==> src/design/tvdi_pkg.sv <==
package tvdi_pkg;

  localparam int COMP_W    = 16;
  localparam int SUM_W     = 20;
  localparam int KEY_COMPS = 8;
  localparam int VEC_COMPS = 3;
  localparam int KEY_W     = KEY_COMPS * COMP_W;
  localparam int VEC_W     = VEC_COMPS * COMP_W;
  localparam int SUMV_W    = VEC_COMPS * SUM_W;
  localparam int TOL_W     = 8;
  localparam int IDX_OUT_W = 10;
  localparam int CNT_OUT_W = 11;

  localparam logic [TOL_W-1:0] TOL_RESET = 8'd3;

  typedef logic [KEY_W-1:0]  key_t;
  typedef logic [VEC_W-1:0]  vec_t;
  typedef logic [SUMV_W-1:0] sumv_t;
  typedef logic [TOL_W-1:0]  tol_t;

  typedef struct packed {
    logic key_we;
    logic sum_we;
  } tbl_wr_t;

endpackage

==> src/design/tvdi_key_cmp.sv <==
module tvdi_key_cmp
  import tvdi_pkg::*;
(
  input  key_t key_a,
  input  key_t key_b,
  input  tol_t tol,
  output logic match
);

  logic signed [COMP_W:0] diff [KEY_COMPS];
  logic [COMP_W:0]        mag  [KEY_COMPS];
  logic [KEY_COMPS-1:0]   ok;

  for (genvar k = 0; k < KEY_COMPS; k++) begin : g_comp
    assign diff[k] = $signed({key_a[k*COMP_W+COMP_W-1], key_a[k*COMP_W +: COMP_W]})
                   - $signed({key_b[k*COMP_W+COMP_W-1], key_b[k*COMP_W +: COMP_W]});
    assign mag[k]  = diff[k][COMP_W] ? (COMP_W+1)'(-diff[k]) : (COMP_W+1)'(diff[k]);
    assign ok[k]   = mag[k] < (COMP_W+1)'(tol);
  end

  assign match = &ok;

endmodule

==> config.mk <==
export PLATFORM = sky130hd
export DESIGN_NAME = tvdi_key_cmp
export DESIGN_NICKNAME = d
export VERILOG_FILES = /design/src/design/tvdi_pkg.sv /design/src/design/tvdi_key_cmp.sv
export SDC_FILE = /design/constraint.sdc
export NUM_CORES = 1
export LEC_CHECK = 0
export CORE_ASPECT_RATIO = 0.8
export CORE_MARGIN = 5
export CORE_UTILIZATION = 60
export DETAILED_ROUTE_END_ITERATION = 8
export DONT_BUFFER_PORTS = 1
export PLACE_DENSITY = 0.76
export SLEW_MARGIN = 25
export SYNTH_ARGS = -nofsm -noshare
export SYNTH_HDL_FRONTEND = slang
export SYNTH_SLANG_ARGS = --single-unit
==> constraint.sdc <==
create_clock -name vclk -period 20
set_input_delay 2 -clock vclk [all_inputs]
set_output_delay 2 -clock vclk [all_outputs]
set_load 0.005 [all_outputs]
==> results.cfg, run 1 <==
[cells_and_area]
seq_area_um2 = 0
drive_gt1_share_pct = 3.97
nets = 2228
area_delta_synth_final_pct = 0.911
seq_cells = 0
fillCellCount = 1978
antenna_cells = 0
final_cell_count_no_fill = 2031
nClkBuffers = 0
multi_input_comb_area_um2 = 11600

[detailed_routing]
vias = 13900
drtPass1Iterations = 6
drc_errors = 0
wl_met1_um = 18400
wl_um = 38900
vias_per_cell = 6.83
wl_per_cell_um = 19.2
wl_met2_um = 16000
top_layer = met4
ant_nets = 0
wl_met3_um = 3630
drtIter0Drc = 1434

[sta]
final_max_slew_viol_count = 0
fmax_mhz = 98.7
rsz0062_at_grt = false
final-hold-violation-count = 0
period_share_pct = 50.6
tightest_slew_ns = 0.923
fin_tns_setup_ns = 0
min_period_ns = 10.13
setup_viol = 0
slew_headroom_pct = 38.0

[worst_setup_path]
cpPeakStageDelay_ns = 0.64
crit_fanout = 11
critical_path.cell_chain = inv_1, ha_1, fa_1, nand2b_1, a21oi_1, o21a_1, o211ai_1, a21oi_1, a21oi_1, xnor2_1, ha_1, o2111a_1, nand2_1, nand3_1, or4_1, nor4_1, o221ai_1, a2111oi_1, nand4_1, or4_1, or4_1, nor2_1
crit_type = in -> out
crit_buf_inv = 1
startpoint_type = primary input
crit_family = simple AND/OR/NAND/NOR gates
crit_arrival_ns = 8.13
cp_slowest_cell = a21oi_1
required_ns = 18.00
end_kind = output port

[pwr]
p_total_mw = 0.587
irDropWorstVdd_v = 0.0000194
leakagePower_nw = 5.67
powerDensity_nw_per_um2 = 46.6

[logic_synthesis]
yosys.area_share.simple_pct = 25.9
yosys-mux-area-fraction_pct = 1.90
synth_area_per_cell_um2 = 6.90
netlist_area_um2 = 12500
syn_nets = 2273
synth_compound_area_share_pct = 35.2
ys_seq_area_share_pct = 0
synth_area_leaders = ha_1, xnor2_1, a21oi_1, inv_1, nor2_1
synthXorXnorAreaFrac_pct = 9.39
synth_fa_ha_area_share_pct = 20.5
synth_top_family_by_area = compound AO/OA/AOI/OAI gates
yosys.area.top_type_share_pct = 19.2
yosysUniqueCellTypes = 108
netlist_instances = 1809
synth.largest_area_cell = ha_1
synth_warnings = 0

[clock_network]
holdBufCountCts = 0
post-cts-setup-buffer-count = 0
cts.repair.resized = 0

[placement]
hpwl_um = 32900
place_inst = 2031
gp_congestion = 0.947
port_buffers = 0

[grt]
grt_max_degree = 17
antenna_found_initial = 0
track_usage_pct = 30.6
overflow = 0
grt_pass1_wl_um = 62300
grt_pass1_vias = 12500

[hold_path]
min_delay_path_depth = 6
hp-start = key_a[47]
holdCritPathClass = in -> out
hold_end = match

[floorplanning]
rows = 47
start_util_pct = 60.7
die_h_um = 139
core_um2 = 20600
die-area_um2 = 23800
die_w_um = 171
io_pins = 265

[run]
drv_cap = 0

[run_status]
status = complete, no violations
-- logic make-up after synthesis --
group / count (synthesis)
buf+inv: 220
xor+xnor: 133
mux: 23
fa+ha+maj: 200
simple gates: 617
compound gates: 616
-- where the power goes --
part / total [mW] / internal, mW / switching, mW
sequential: 0 / 0 / 0
clock: 0 / 0 / 0
combinational: 0.587 / 0.229 / 0.357
total: 0.587 / 0.229 / 0.357
-- synth_stat cells, types with 10 or more instances --
master / number
o21bai_1: 12
a21o_1: 43
nand2b_1: 36
o2111ai_1: 26
a21boi_0: 12
and3_1: 28
nand3b_1: 12
a211oi_1: 35
nor2b_1: 21
a211o_1: 10
a2111oi_0: 15
o211ai_1: 32
o21ai_0: 100
and2_1: 20
mux2i_1: 17
nand4_1: 23
a31oi_1: 17
inv_1: 172
nor3_1: 48
o211a_1: 12
or2_2: 16
xnor2_1: 85
ha_1: 192
o31ai_1: 11
nand3_1: 53
or3_1: 21
nand2_1: 114
nor2_1: 147
o21a_1: 21
xor2_1: 47
a21oi_1: 134
clkbuf_1: 37
nor3b_1: 10
nor4_1: 20
-- worst max-delay path by stage --
stage,from,end,cells after the start
final,key_a[64],match,22
after global routing,key_a[48],match,22
after CTS,key_a[64],match,22
after detailed placement,key_a[64],match,22
after global placement,key_a[0],match,22
after floorplan,key_a[80],match,22
-- stage by stage --
stage | area (um^2) | utilization, % | hold WS [ns] | setup WS (ns)
global route | 12600 | 61.2 | 4.75 | 9.41
CTS | 12600 | 61.2 | 4.67 | 9.98
floorplan | 12500 | - | 4.49 | 10.71
global placement | 12600 | 61.2 | 4.67 | 10.24
detailed placement | 12600 | 61.2 | 4.67 | 9.99
finish | 12600 | 61.2 | 4.68 | 9.87
-- cells in the final DEF, fill, tap and decap left out, drive strengths merged, types with 17 or more instances in the layout --
cell type / netlist / final
nand2: 114 / 114
nor3: 48 / 48
ha: 192 / 192
nor4: 21 / 21
nand3: 55 / 55
nand2b: 36 / 36
and2: 21 / 21
and3: 29 / 29
o211ai: 33 / 33
a21o: 45 / 45
inv: 172 / 172
xor2: 48 / 48
nor2: 147 / 147
a211oi: 39 / 39
o21ai: 106 / 106
a31oi: 18 / 18
xnor2: 85 / 85
or3: 24 / 24
o2111ai: 26 / 26
or2: 20 / 20
nand4: 23 / 23
o21a: 21 / 21
a21oi: 137 / 137
nor2b: 21 / 21
mux2i: 17 / 17
a2111oi: 19 / 19
-- worst min-delay path, cell delays in order --
cell	delay (ns)
ha_1	0.14
xnor2_1	0.13
o311ai_0	0.11
a2111oi_0	0.10
nand4_1	0.12
nor2_1	0.09
-- metal layers --
layer  vias up  GRT usage (%)
li1       6744              -
met1      6407           47.0
met2       660           45.2
met3        67           4.10
met4         0           5.92
met5         -              0
-- cell type report --
| class | count | area share, % |
|---|---|---|
| repair buffers | 1 | 0.0596 |
| inverters | 172 | 5.12 |
| multi-input cells | 1589 | 92.1 |
| well taps | 269 | 2.67 |
Power figures use the tool's default switching activity.
==> run 2: changes to the inputs <==
--- a/config.mk
+++ b/config.mk
@@ -10,7 +10,7 @@
 export CORE_UTILIZATION = 60
 export DETAILED_ROUTE_END_ITERATION = 8
 export DONT_BUFFER_PORTS = 1
-export PLACE_DENSITY = 0.76
+export PLACE_DENSITY = 0.79
 export SLEW_MARGIN = 25
 export SYNTH_ARGS = -nofsm -noshare
 export SYNTH_HDL_FRONTEND = slang
==> constraint.sdc (replaced) <==
create_clock -name vclk -period 8.7
set_input_delay 0.87 -clock vclk [all_inputs]
set_output_delay 0.87 -clock vclk [all_outputs]
set_load 0.005 [all_outputs]
==> results.cfg, run 2 (same netlist as run 1, synthesis figures left out) <==
[detailed_routing]
vias = 13900
drc_errors = 0
vias_per_cell = 6.84
drtIter0Drc = 1462
ant_nets = 0
wl_um = 38500
drtPass1Iterations = 6
wl_per_cell_um = 19.0

[pwr]
powerDensity_nw_per_um2 = 107
p_int_mw = 0.529
irDropWorstVdd_v = 0.0000470
p_clk_share_pct = 0
leakagePower_nw = 5.68
switching_share_pct = 60.8
seqPwrFrac_pct = 0
power_switching_mw = 0.820
share_comb_of_total_power_pct = 100.0
p_total_mw = 1.35

[sta]
slew_headroom_pct = 38.4
setup_viol = 0
fmax_mhz = 127
final_max_slew_viol_count = 0
rsz0062_at_grt = false
tightest_slew_ns = 0.918
min_period_ns = 7.89
period_share_pct = 90.7
fin_tns_setup_ns = 0
final-hold-violation-count = 0

[worst_setup_path]
crit_type = in -> out
startpoint_type = primary input
crit_fanout = 16
required_ns = 7.83
crit_arrival_ns = 7.02
end_kind = output port

[cells_and_area]
antenna_cells = 0
seq_cells = 0
seq_area_um2 = 0
area_delta_synth_final_pct = 0.971
drive_gt1_share_pct = 4.03
nets = 2229
layout_commonest_cell = ha_1
final_cell_mix = ha_1, inv_1, nor2_1
nClkBuffers = 0

[floorplanning]
io_pins = 265
core_um2 = 20600
die_h_um = 139
die-area_um2 = 23800
die_w_um = 171
rows = 47
start_util_pct = 60.7

[grt]
track_usage_pct = 29.8
grt_pass1_wl_um = 60900
grt_max_degree = 17
antenna_found_initial = 0
overflow = 0
grt_pass1_vias = 12500

[placement]
gp_congestion = 0.984
port_buffers = 0
hpwl_um = 32700

[clock_network]
cts.repair.resized = 0
holdBufCountCts = 0
post-cts-setup-buffer-count = 0

[run]
drv_cap = 0

[hold_path]
hp-start = key_a[47]
hold_end = match
min_delay_path_depth = 6
holdCritPathClass = in -> out

[run_status]
status = complete, no violations
[run 2: changes by cell type in the layout (fill, tap and decap cells not counted)]
| cell | previous run | this run |
|---|---|---|
| buf_4 | 1 | 2 |
[run 2: how the worst max path moves through the flow]
stage / end / startpoint / depth (start not counted) / slack [ns]
floorplan: match / key_a[80] / 22 / 1.67
global placement: match / key_a[112] / 22 / 1.18
detailed placement: match / key_a[112] / 22 / 0.96
CTS: match / key_a[112] / 22 / 0.94
global route: match / key_a[48] / 22 / 0.43
finish: match / key_a[112] / 22 / 0.81
[run 2: cell type report]
type,instances,area [um^2]
Fill cell,1930,7970
Multi-Input combinational cell,1589,11600
Timing Repair Buffer,2,15.0
Inverter,172,646
Tap cell,269,337
[run 2: critical path, cell delays in order]
cell and delay (ns):
inv_1 0.02, ha_1 0.22, fa_1 0.41, and2b_1 0.25, o2111ai_1 0.19, a211oi_1 0.51, o21ai_0 0.23, a22o_1 0.41
o41ai_1 0.17, xnor2_1 0.18, ha_1 0.26, o21a_1 0.22, nand4_1 0.13, nand3_1 0.10, or4_1 0.55, nor4_1 0.34
o221ai_1 0.19, a2111oi_1 0.41, nand4_1 0.14, or4_1 0.49, or4_1 0.52, nor2_1 0.21
[run 2: per-layer routing]
metal / vias up / GRT usage (%) / wire length, um
li1: 6735 / - / -
met4: 0 / 8.05 / 1150
met2: 686 / 44.6 / 15800
met1: 6386 / 44.7 / 18200
met3: 86 / 3.56 / 3350
met5: - / 0 / 0
[run 2: power by group through the flow]
stage	Sequential (mW)	Clock [mW]	Combinational [mW]
floorplan	0	0	1.02
finish	0	0	1.35
global route	0	0	1.48
detailed placement	0	0	1.30
global placement	0	0	1.27
CTS	0	0	1.31
[run 2: through the flow]
| step | setup slack (ns) | util [%] | std cells | hold slack [ns] | instance area, um^2 |
|---|---|---|---|---|---|
| after CTS | 0.938 | 61.3 | 2032 | 2.42 | 12600 |
| after detailed placement | 0.963 | 61.3 | 2032 | 2.42 | 12600 |
| after global placement | 1.18 | 61.3 | 2032 | 2.42 | 12600 |
| final | 0.807 | 61.3 | 2032 | 2.44 | 12600 |
| after global routing | 0.434 | 61.3 | 2032 | 2.47 | 12600 |
| after floorplan | 1.67 | - | 1809 | 2.23 | 12500 |
