`src/design/tvdi_pkg.sv`:
```
package tvdi_pkg;

  localparam int COMP_W    = 16;
  localparam int SUM_W     = 20;
  localparam int KEY_COMPS = 8;
  localparam int VEC_COMPS = 3;
  localparam int KEY_W     = KEY_COMPS * COMP_W;
  localparam int VEC_W     = VEC_COMPS * COMP_W;
  localparam int SUMV_W    = VEC_COMPS * SUM_W;
  localparam int TOL_W     = 8;
  localparam int IDX_OUT_W = 10;
  localparam int CNT_OUT_W = 11;

  localparam logic [TOL_W-1:0] TOL_RESET = 8'd3;

  typedef logic [KEY_W-1:0]  key_t;
  typedef logic [VEC_W-1:0]  vec_t;
  typedef logic [SUMV_W-1:0] sumv_t;
  typedef logic [TOL_W-1:0]  tol_t;

  typedef struct packed {
    logic key_we;
    logic sum_we;
  } tbl_wr_t;

endpackage

```
`src/design/tvdi_sat_acc.sv`:
```
module tvdi_sat_acc
  import tvdi_pkg::*;
(
  input  sumv_t sum_in,
  input  vec_t  vec_in,
  output sumv_t sum_out
);

  logic signed [SUM_W:0] t [VEC_COMPS];

  for (genvar k = 0; k < VEC_COMPS; k++) begin : g_part
    assign t[k] = $signed({sum_in[k*SUM_W+SUM_W-1], sum_in[k*SUM_W +: SUM_W]})
                + $signed({{(SUM_W+1-COMP_W){vec_in[k*COMP_W+COMP_W-1]}},
                           vec_in[k*COMP_W +: COMP_W]});

    always_comb begin
      if (!t[k][SUM_W] && t[k][SUM_W-1]) begin
        sum_out[k*SUM_W +: SUM_W] = {1'b0, {(SUM_W-1){1'b1}}};
      end else if (t[k][SUM_W] && !t[k][SUM_W-1]) begin
        sum_out[k*SUM_W +: SUM_W] = {1'b1, {(SUM_W-1){1'b0}}};
      end else begin
        sum_out[k*SUM_W +: SUM_W] = t[k][SUM_W-1:0];
      end
    end
  end

endmodule

```
`config.mk`:
```
export PLATFORM = sky130hd
export DESIGN_NAME = tvdi_sat_acc
export DESIGN_NICKNAME = d
export VERILOG_FILES = /design/src/design/tvdi_pkg.sv /design/src/design/tvdi_sat_acc.sv
export SDC_FILE = /design/constraint.sdc
export NUM_CORES = 1
export LEC_CHECK = 0
export BUFFER_PORTS_ARGS = -buffer_cell sky130_fd_sc_hd__buf_2
export CAP_MARGIN = 30
export CORE_MARGIN = 3
export CORE_UTILIZATION = 42
export DETAILED_ROUTE_END_ITERATION = 10
export GPL_TIMING_DRIVEN = 0
export PLACE_DENSITY = 0.72
export SYNTH_ARGS = -nofsm -noshare
export SYNTH_HDL_FRONTEND = slang
export SYNTH_SLANG_ARGS = --single-unit
```
`constraint.sdc`:
```
create_clock -name vclk -period 4.6
set_input_delay 0.92 -clock vclk [all_inputs]
set_output_delay 0.92 -clock vclk [all_outputs]
set_load 0.005 [all_outputs]
```
==> results.toml, run 1 <==
[yosys]
synth_xor_area_share_pct = 10.94
postSynthCellCount = 487
synthSimpleGateAreaFrac_pct = 16.63
ys_top_cells_by_area = "ha_1 22%, a21oi_1 8.7%, o21ai_0 7.7%"
synthMuxAreaShare_pct = 0
yosys-top-cells-count = "60 x a21oi_1, 60 x ha_1, 53 x o21ai_0"
synth_top_cell_by_area = "ha_1"
synth_top_family_by_area = "compound AO/OA/AOI/OAI gates"
synthesis.area_mm2 = 0.003453
synthesis.nets = 658
synth-compound-area-share_pct = 42.64
ys_seq_area_share_pct = 0
synth_cell_types = 65
yosys_warnings = 0
avgSynthCellArea_um2 = 7.091
synth_top_cell_area_share_pct = 21.74
synth-adder-area-share_pct = 24.64

[power_and_ir_drop]
leakage_nw = 2.253
ir_drop_uv = 132.2
power_mw = 0.8692
power.density_mw_per_mm2 = 194.2

[global_route]
grt_pass1_wl_um = 17750
grt-ovfl-total = 0
grt_pass1_vias = 4071
grt_max_degree = 11
antenna_found_initial = 0
grt_use_total_pct = 21.04

[worst_setup_path]
crit_path_max_fanout = 10
worst_ep_arrival_time_ns = 3.59
start_kind = "input port"
end_kind = "output port"
critical_path_class = "in2out"
worstPathRequired_ns = 3.68
crit_path_start = "sum_in[41]"

[placed_design]
gp_congestion = 0.8531
post-place-cells = 757
io_buffers = 168
dp_slack_ns = -0.05606
post-dp-hpwl_um = 9274

[sta]
fin_crit_ns = 4.506
finalHoldViolCount = 0
finalCritPeriodShare_pct = 97.95
setup_viol = 0
drv_slew = 0
worst_slew_pin_slew_ns = 0.4911
fin_ws_ns = 0.09426
max_clock_freq_mhz = 221.9
max_slew_margin_pct = 66.83
holdWs_ns = 2.247
tns_ns = 0

[floorplan]
die_width_um = 96.68
row_count = 32
core_mm2 = 0.007848
num_io_pins = 168
die_area_mm2 = 0.009346
die_h_um = 96.68
initial_utilization_pct = 44.01

[final_layout]
drive_gt1_share_pct = 30.59
fin_cells = 759
ff_latch_area_um2 = 0
nClkBuffers = 0
n_antenna_cell = 0
fin_nets = 830
seq_cells = 0
area_growth_syn_to_layout_pct = 29.60
n_fill_cell = 781

[drt]
totalWireLength_um = 10870
antenna_left = 0
drtIter0Drc = 86
drc_errors = 0
first_pass_iters = 4
vias = 4259
vias_per_cell = 5.611
route.detailed.wl_per_inst_um = 14.33

[hold_path]
min_path_type = "in2out"
hold_start = "vec_in[0]"

[outcome]
status = "completed"

[job]
maxCapViolCount = 0
## placed cells by master, fill, tap and decap left out, types with 10 or more instances in the layout
cell type and n:
buf_2 171, a21oi_1 60, ha_1 60, o21ai_0 53, nor2_1 33, xor2_1 25
inv_1 24, a21o_1 23, nand2_1 19, o21a_1 17, xnor2_1 14, o21ai_1 11
a211oi_1 10, nand2b_1 10, nand3_1 10
## metrics by stage
step                utilization (%)  area [um^2]
finish                        57.03         4476
global route                  57.03         4476
CTS                           56.63         4444
detailed placement            56.35         4422
global placement              56.35         4422
floorplan                         -         3453
## kinds of logic (layout without fill, tap and decap cells)
group	after synthesis	count (layout)
simple gates	111	111
compound gates	229	229
xor+xnor	41	41
fa+ha+maj	67	67
buf+inv	39	209
## layer usage
metal  track usage, %  part of all wire (%)
met2            38.16                    49
met3            2.740                   5.6
met5                0                     0
met1            27.63                    45
met4            1.404                  0.25
## path summary, 6_finish.rpt
path	end	depth (start not counted)
setup / recovery	sum_out[51]	12
hold / removal	sum_out[0]	5
## cell type report
type               instances  area (um^2)  share of cell area [%]
plain buffers             15        87.58                   1.957
inverters                 24        90.09                   2.013
multi-input cells        448         3314                   74.06
well taps                102        127.6                   2.852
repair buffers           170        855.8                   19.12
## what timing repair did
item	in CTS	in global routing
hold buffers	0	0
pin swaps	1	1
cloned	0	0
setup endpoints to repair	14	26
setup buffers	2	0
gates resized for setup	1	4
## critical path, cell delays in order
cell	delay, ns
buf_2	0.11
ha_1	0.30
a211oi_1	0.26
nor2_1	0.12
o31a_1	0.32
a31oi_1	0.33
a31oi_1	0.17
xor2_1	0.40
nand2_2	0.18
buf_4	0.22
o21ai_1	0.11
buf_2	0.15
## power breakdown
part	internal [mW]	leakage, nW	switching, mW	total (mW)
registers	0	0	0	0
logic	0.401	2.25	0.468	0.869
clock network	0	0	0	0
No activity file was read; power rests on OpenSTA's default activity.
==> run 2: changes to the inputs <==
--- a/config.mk
+++ b/config.mk
@@ -12,3 +12,2 @@
 export DETAILED_ROUTE_END_ITERATION = 10
-export GPL_TIMING_DRIVEN = 0
 export PLACE_DENSITY = 0.72
==> constraint.sdc (replaced) <==
create_clock -name vclk -period 4.6
set_input_delay 0.92 -clock vclk [all_inputs]
set_output_delay 0.92 -clock vclk [all_outputs]
set_load 0.02 [all_outputs]
==> results.toml, run 2 (synthesis results as in run 1) <==
[placed_design]
io_buffers = 168
place_area_mm2 = 0.004379
post-dp-hpwl_um = 9009
dp_slack_ns = 0.04251
gp_congestion = 0.9081

[power_and_ir_drop]
combinationalPowerShare_pct = 100.0
ir_drop_uv = 188.1
intPower_mw = 0.4037
pwr-share-clk_pct = 0
p_sw_mw = 0.6489
p_seq_share_pct = 0
swShare_pct = 61.65
power.density_mw_per_mm2 = 238.1
leakage_nw = 2.241

[floorplan]
initial_utilization_pct = 44.01
core_mm2 = 0.007848
die_h_um = 96.68
die_area_mm2 = 0.009346
num_io_pins = 168
row_count = 32
die_width_um = 96.68

[sta]
drv_slew = 0
fin_ws_ns = 0.1567
finalCritPeriodShare_pct = 96.59
max_clock_freq_mhz = 225.1
finalHoldViolCount = 0
max_slew_margin_pct = 68.02
setup_viol = 0
fin_crit_ns = 4.443
worst_slew_pin_slew_ns = 0.4735

[final_layout]
ff_latch_area_um2 = 0
nClkBuffers = 0
final_cell_mix = "168 x buf_2, 60 x a21oi_1, 60 x ha_1"
seq_cells = 0
fin_nets = 820
postLayoutCellArea_mm2 = 0.004420
utilization_pct = 56.33
n_antenna_cell = 0
drive_gt1_share_pct = 30.14
area_growth_syn_to_layout_pct = 28.01
layout_commonest_cell = "buf_2"

[global_route]
grt_use_met1_pct = 27.24
grt_max_degree = 19
grtUsageMet3_pct = 2.523
grt_pass1_vias = 4018
grt_pass1_wl_um = 17470
grt-ovfl-total = 0
busiest_layer = "met2"
grt_use_total_pct = 20.58
grt_use_met2_pct = 36.84
antenna_found_initial = 0

[worst_setup_path]
critical_path_class = "in2out"
cp_top_family = "compound AO/OA/AOI/OAI gates"
worstPathRequired_ns = 3.68
cp.buffers_inverters = 4
start_kind = "input port"
cpPeakStageDelay_ns = 0.36
cp_cell_sequence = "buf_2 > ha_1 > inv_1 > fa_1 > nor2b_1 > o31a_1 > o31ai_1 > a21oi_1 > o31a_1 > a2bb2oi_4 > nor2_4 > buf_12 > o21ai_0 > buf_2"
worst_ep_arrival_time_ns = 3.52
crit_slowest_cell = "o31ai_1"
end_kind = "output port"
crit_path_max_fanout = 17

[drt]
drtIter0Drc = 143
totalWireLength_um = 10570
vias_per_cell = 5.656
vias = 4236
route.detailed.wl_per_inst_um = 14.11
drc_errors = 0
first_pass_iters = 5
antenna_left = 0

[outcome]
status = "completed"

[hold_path]
min_path_type = "in2out"

[job]
maxCapViolCount = 0

[clock_tree]
ctsHoldBuffers = 0
==> run 2: cell types whose count changed in the layout (fill, tap and decap cells not counted), moves of 3 or more <==
cell / delta
buf_4: +3
buf_2: -3
clkbuf_1: -7
buf_6: -3
==> run 2: cell type report <==
type,count,area [um^2]
Multi-Input combinational cell,448,3297
Fill cell,775,3427
Tap cell,102,127.6
Timing Repair Buffer,175,905.9
Inverter,24,90.09
==> run 2: path summary, 6_finish.rpt <==
check,startpoint,end,slack (ns),cells past startpoint
setup / recovery,sum_in[0],sum_out[8],0.16,14
hold / removal,vec_in[0],sum_out[0],2.29,5
==> run 2: through the flow <==
stage / total power [mW] / instances / hold WS (ns) / TNS, ns
6_report: 1.053 / 749 / 2.292 / 0
5_1_grt: 1.143 / 749 / 2.343 / -0.001670
4_1_cts: 1.037 / 748 / 2.294 / 0
3_5_place_dp: 1.031 / 748 / 2.290 / 0
3_3_place_gp: 1.020 / 748 / 2.284 / 0
2_1_floorplan: 0.7271 / 487 / 2.167 / 0
==> run 2: power groups by stage <==
stage                     Sequential, mW  Combinational [mW]  Clock [mW]
after floorplan                        0               0.727           0
after global placement                 0                1.02           0
after detailed placement               0                1.03           0
after CTS                              0                1.04           0
after global routing                   0                1.14           0
final                                  0                1.05           0
==> run 2: timing repair <==
item | 4_1_cts | 5_1_grt
resized for setup | 0 | 3
endpoints found under the setup margin | 0 | 21
buffers inserted | 0 | 1
==> run 2: routing by layer <==
metal	routed length (um)	part of all wire (%)
met3	786	7.4
met5	0	0
met2	5055	48
met1	4629	44
met4	95	0.90
==> run 2: tightest hold or removal path, stage by stage <==
cell     delay (ns)
buf_2          0.08
ha_1           0.11
a21oi_1        0.03
nor2_1         0.07
buf_2          0.16
==> run 3: changes to the inputs <==
Settings changed: ABC_AREA set to 1, PLACE_DENSITY 0.72 to 0.68.
==> results.toml, run 3 <==
[sta]
worst_slew_pin_slew_ns = 0.3960
rsz0062_at_grt = "no"
fin_crit_ns = 4.000
drv_slew = 0
finalCritPeriodShare_pct = 86.95
max_clock_freq_mhz = 250.0
setup_viol = 0
max_slew_margin_pct = 73.39
finalHoldViolCount = 0
tns_ns = 0

[final_layout]
area_growth_syn_to_layout_pct = 20.77
ff_latch_area_um2 = 0
postLayoutCellArea_mm2 = 0.005485
final_cell_mix = "397 x nand2_1, 168 x buf_2, 143 x inv_1"
nClkBuffers = 0
layout_commonest_cell = "nand2_1"
n_antenna_cell = 0
fin_nets = 1233
drive_gt1_share_pct = 19.25
seq_cells = 0

[yosys]
ys_top_cells_by_area = "nand2_1 33%, ha_1 17%, inv_1 12%"
synth_top_cell_by_area = "nand2_1"
synthesis.area_mm2 = 0.004542
yosys-top-cells-count = "397 x nand2_1, 143 x inv_1, 63 x nor2_1"
yosysMostFrequentCell = "nand2_1"
synth_top_cell_area_share_pct = 32.81
synth_cell_types = 22
avgSynthCellArea_um2 = 5.058
postSynthCellCount = 898
ys_seq_area_share_pct = 0
yosys_warnings = 0
synthesis.nets = 1069

[hold_path]
hold_path_depth = 5
min_path_type = "in2out"
hold_start = "vec_in[16]"
min_to = "sum_out[20]"

[placed_design]
post-dp-hpwl_um = 11890
place_area_mm2 = 0.005485
io_buffers = 168
gp_congestion = 0.9159

[global_route]
grt-ovfl-total = 0
grt_max_degree = 20
grt_pass1_wl_um = 21880
grt_pass1_vias = 5152
grt_use_total_pct = 21.43
antenna_found_initial = 0

[floorplan]
die_width_um = 110.0
row_count = 37
num_io_pins = 168
die_h_um = 110.0
die_area_mm2 = 0.01210
core_mm2 = 0.01042
initial_utilization_pct = 43.60

[drt]
first_pass_iters = 6
route.detailed.wl_per_inst_um = 11.32
vias = 5736
drc_errors = 0
totalWireLength_um = 13530
drtIter0Drc = 326
antenna_left = 0
vias_per_cell = 4.796

[worst_setup_path]
end_kind = "output port"
critical_path_class = "in2out"
worst_ep_arrival_time_ns = 3.08
crit_path_max_fanout = 19
start_kind = "input port"
worstPathRequired_ns = 3.68

[clock_tree]
ctsHoldBuffers = 0
ctsResizeCount = 0
post_cts_buffers = 0

[power_and_ir_drop]
leakage_nw = 3.562
combinationalPowerShare_pct = 100.0
pwr-share-clk_pct = 0
ir_drop_uv = 142.0
p_seq_share_pct = 0
power.density_mw_per_mm2 = 198.2
intPower_mw = 0.3770
swShare_pct = 65.33
p_sw_mw = 0.7105
power_mw = 1.087

[job]
maxCapViolCount = 0

[outcome]
status = "completed"
-- run 3: cell types whose count changed after synthesis, sizes merged, moves of 22 or more --
cell / before / now
nor2: 36 / 74
nand3: 10 / 52
inv: 24 / 151
nand2: 22 / 413
a21o: 23 / 1
o21ai: 68 / 9
-- run 3: worst max-delay path: stages --
cell and delay (ns):
buf_2 0.09, ha_1 0.24, inv_1 0.08, fa_1 0.41
inv_1 0.15, nand3_1 0.09, nand3_1 0.19, nand3_1 0.14
nand3_1 0.11, nand2_1 0.06, nand2_2 0.10, inv_2 0.05
nand2_4 0.20, nand2_1 0.09, buf_2 0.16
-- run 3: through the flow --
step / util, % / setup slack [ns] / hold WS (ns) / std cells
floorplan: - / 1.046 / 2.128 / 898
global placement: 52.66 / 0.6590 / 2.261 / 1196
detailed placement: 52.66 / 0.6414 / 2.261 / 1196
CTS: 52.66 / 0.6337 / 2.262 / 1196
global route: 52.66 / 0.4391 / 2.281 / 1196
finish: 52.66 / 0.6003 / 2.260 / 1196
-- run 3: final cells by class --
type                       count  area (um^2)
timing repair buffer         168        840.8
tap                          136        170.2
inverter                     151        566.8
multi-input combinational    741         3908
fill                        1219         4931
-- run 3: power groups by stage --
| stage | combinational [mW] | sequential [mW] | clock (mW) |
|---|---|---|---|
| finish | 1.09 | 0 | 0 |
| floorplan | 0.792 | 0 | 0 |
| CTS | 1.09 | 0 | 0 |
| global route | 1.22 | 0 | 0 |
| global placement | 1.09 | 0 | 0 |
| detailed placement | 1.09 | 0 | 0 |
-- run 3: how the worst max path moves through the flow --
stage                    start     endpoint  slack [ns]  depth (start not counted)
floorplan           sum_in[40]  sum_out[49]        1.05                         14
global placement    sum_in[40]  sum_out[42]        0.66                         14
detailed placement  sum_in[40]  sum_out[54]        0.64                         15
CTS                 sum_in[40]  sum_out[55]        0.63                         15
global route        sum_in[40]  sum_out[54]        0.44                         15
finish              sum_in[40]  sum_out[55]        0.60                         15
-- run 3: cell families after synthesis --
family | after synthesis | synth area share, %
compound gates | 73 | 8.815
xor+xnor | 35 | 6.749
fa+ha+maj | 63 | 17.85
buf+inv | 157 | 13.97
simple gates | 570 | 52.62
-- run 3: metal layers --
| layer | track usage [%] | vias up | share of wire [%] |
|---|---|---|---|
| met4 | 2.760 | 0 | 1.2 |
| li1 | - | 3116 | - |
| met3 | 1.048 | 16 | 6.9 |
| met1 | 29.60 | 2415 | 47 |
| met5 | 0 | - | 0 |
| met2 | 37.65 | 189 | 45 |
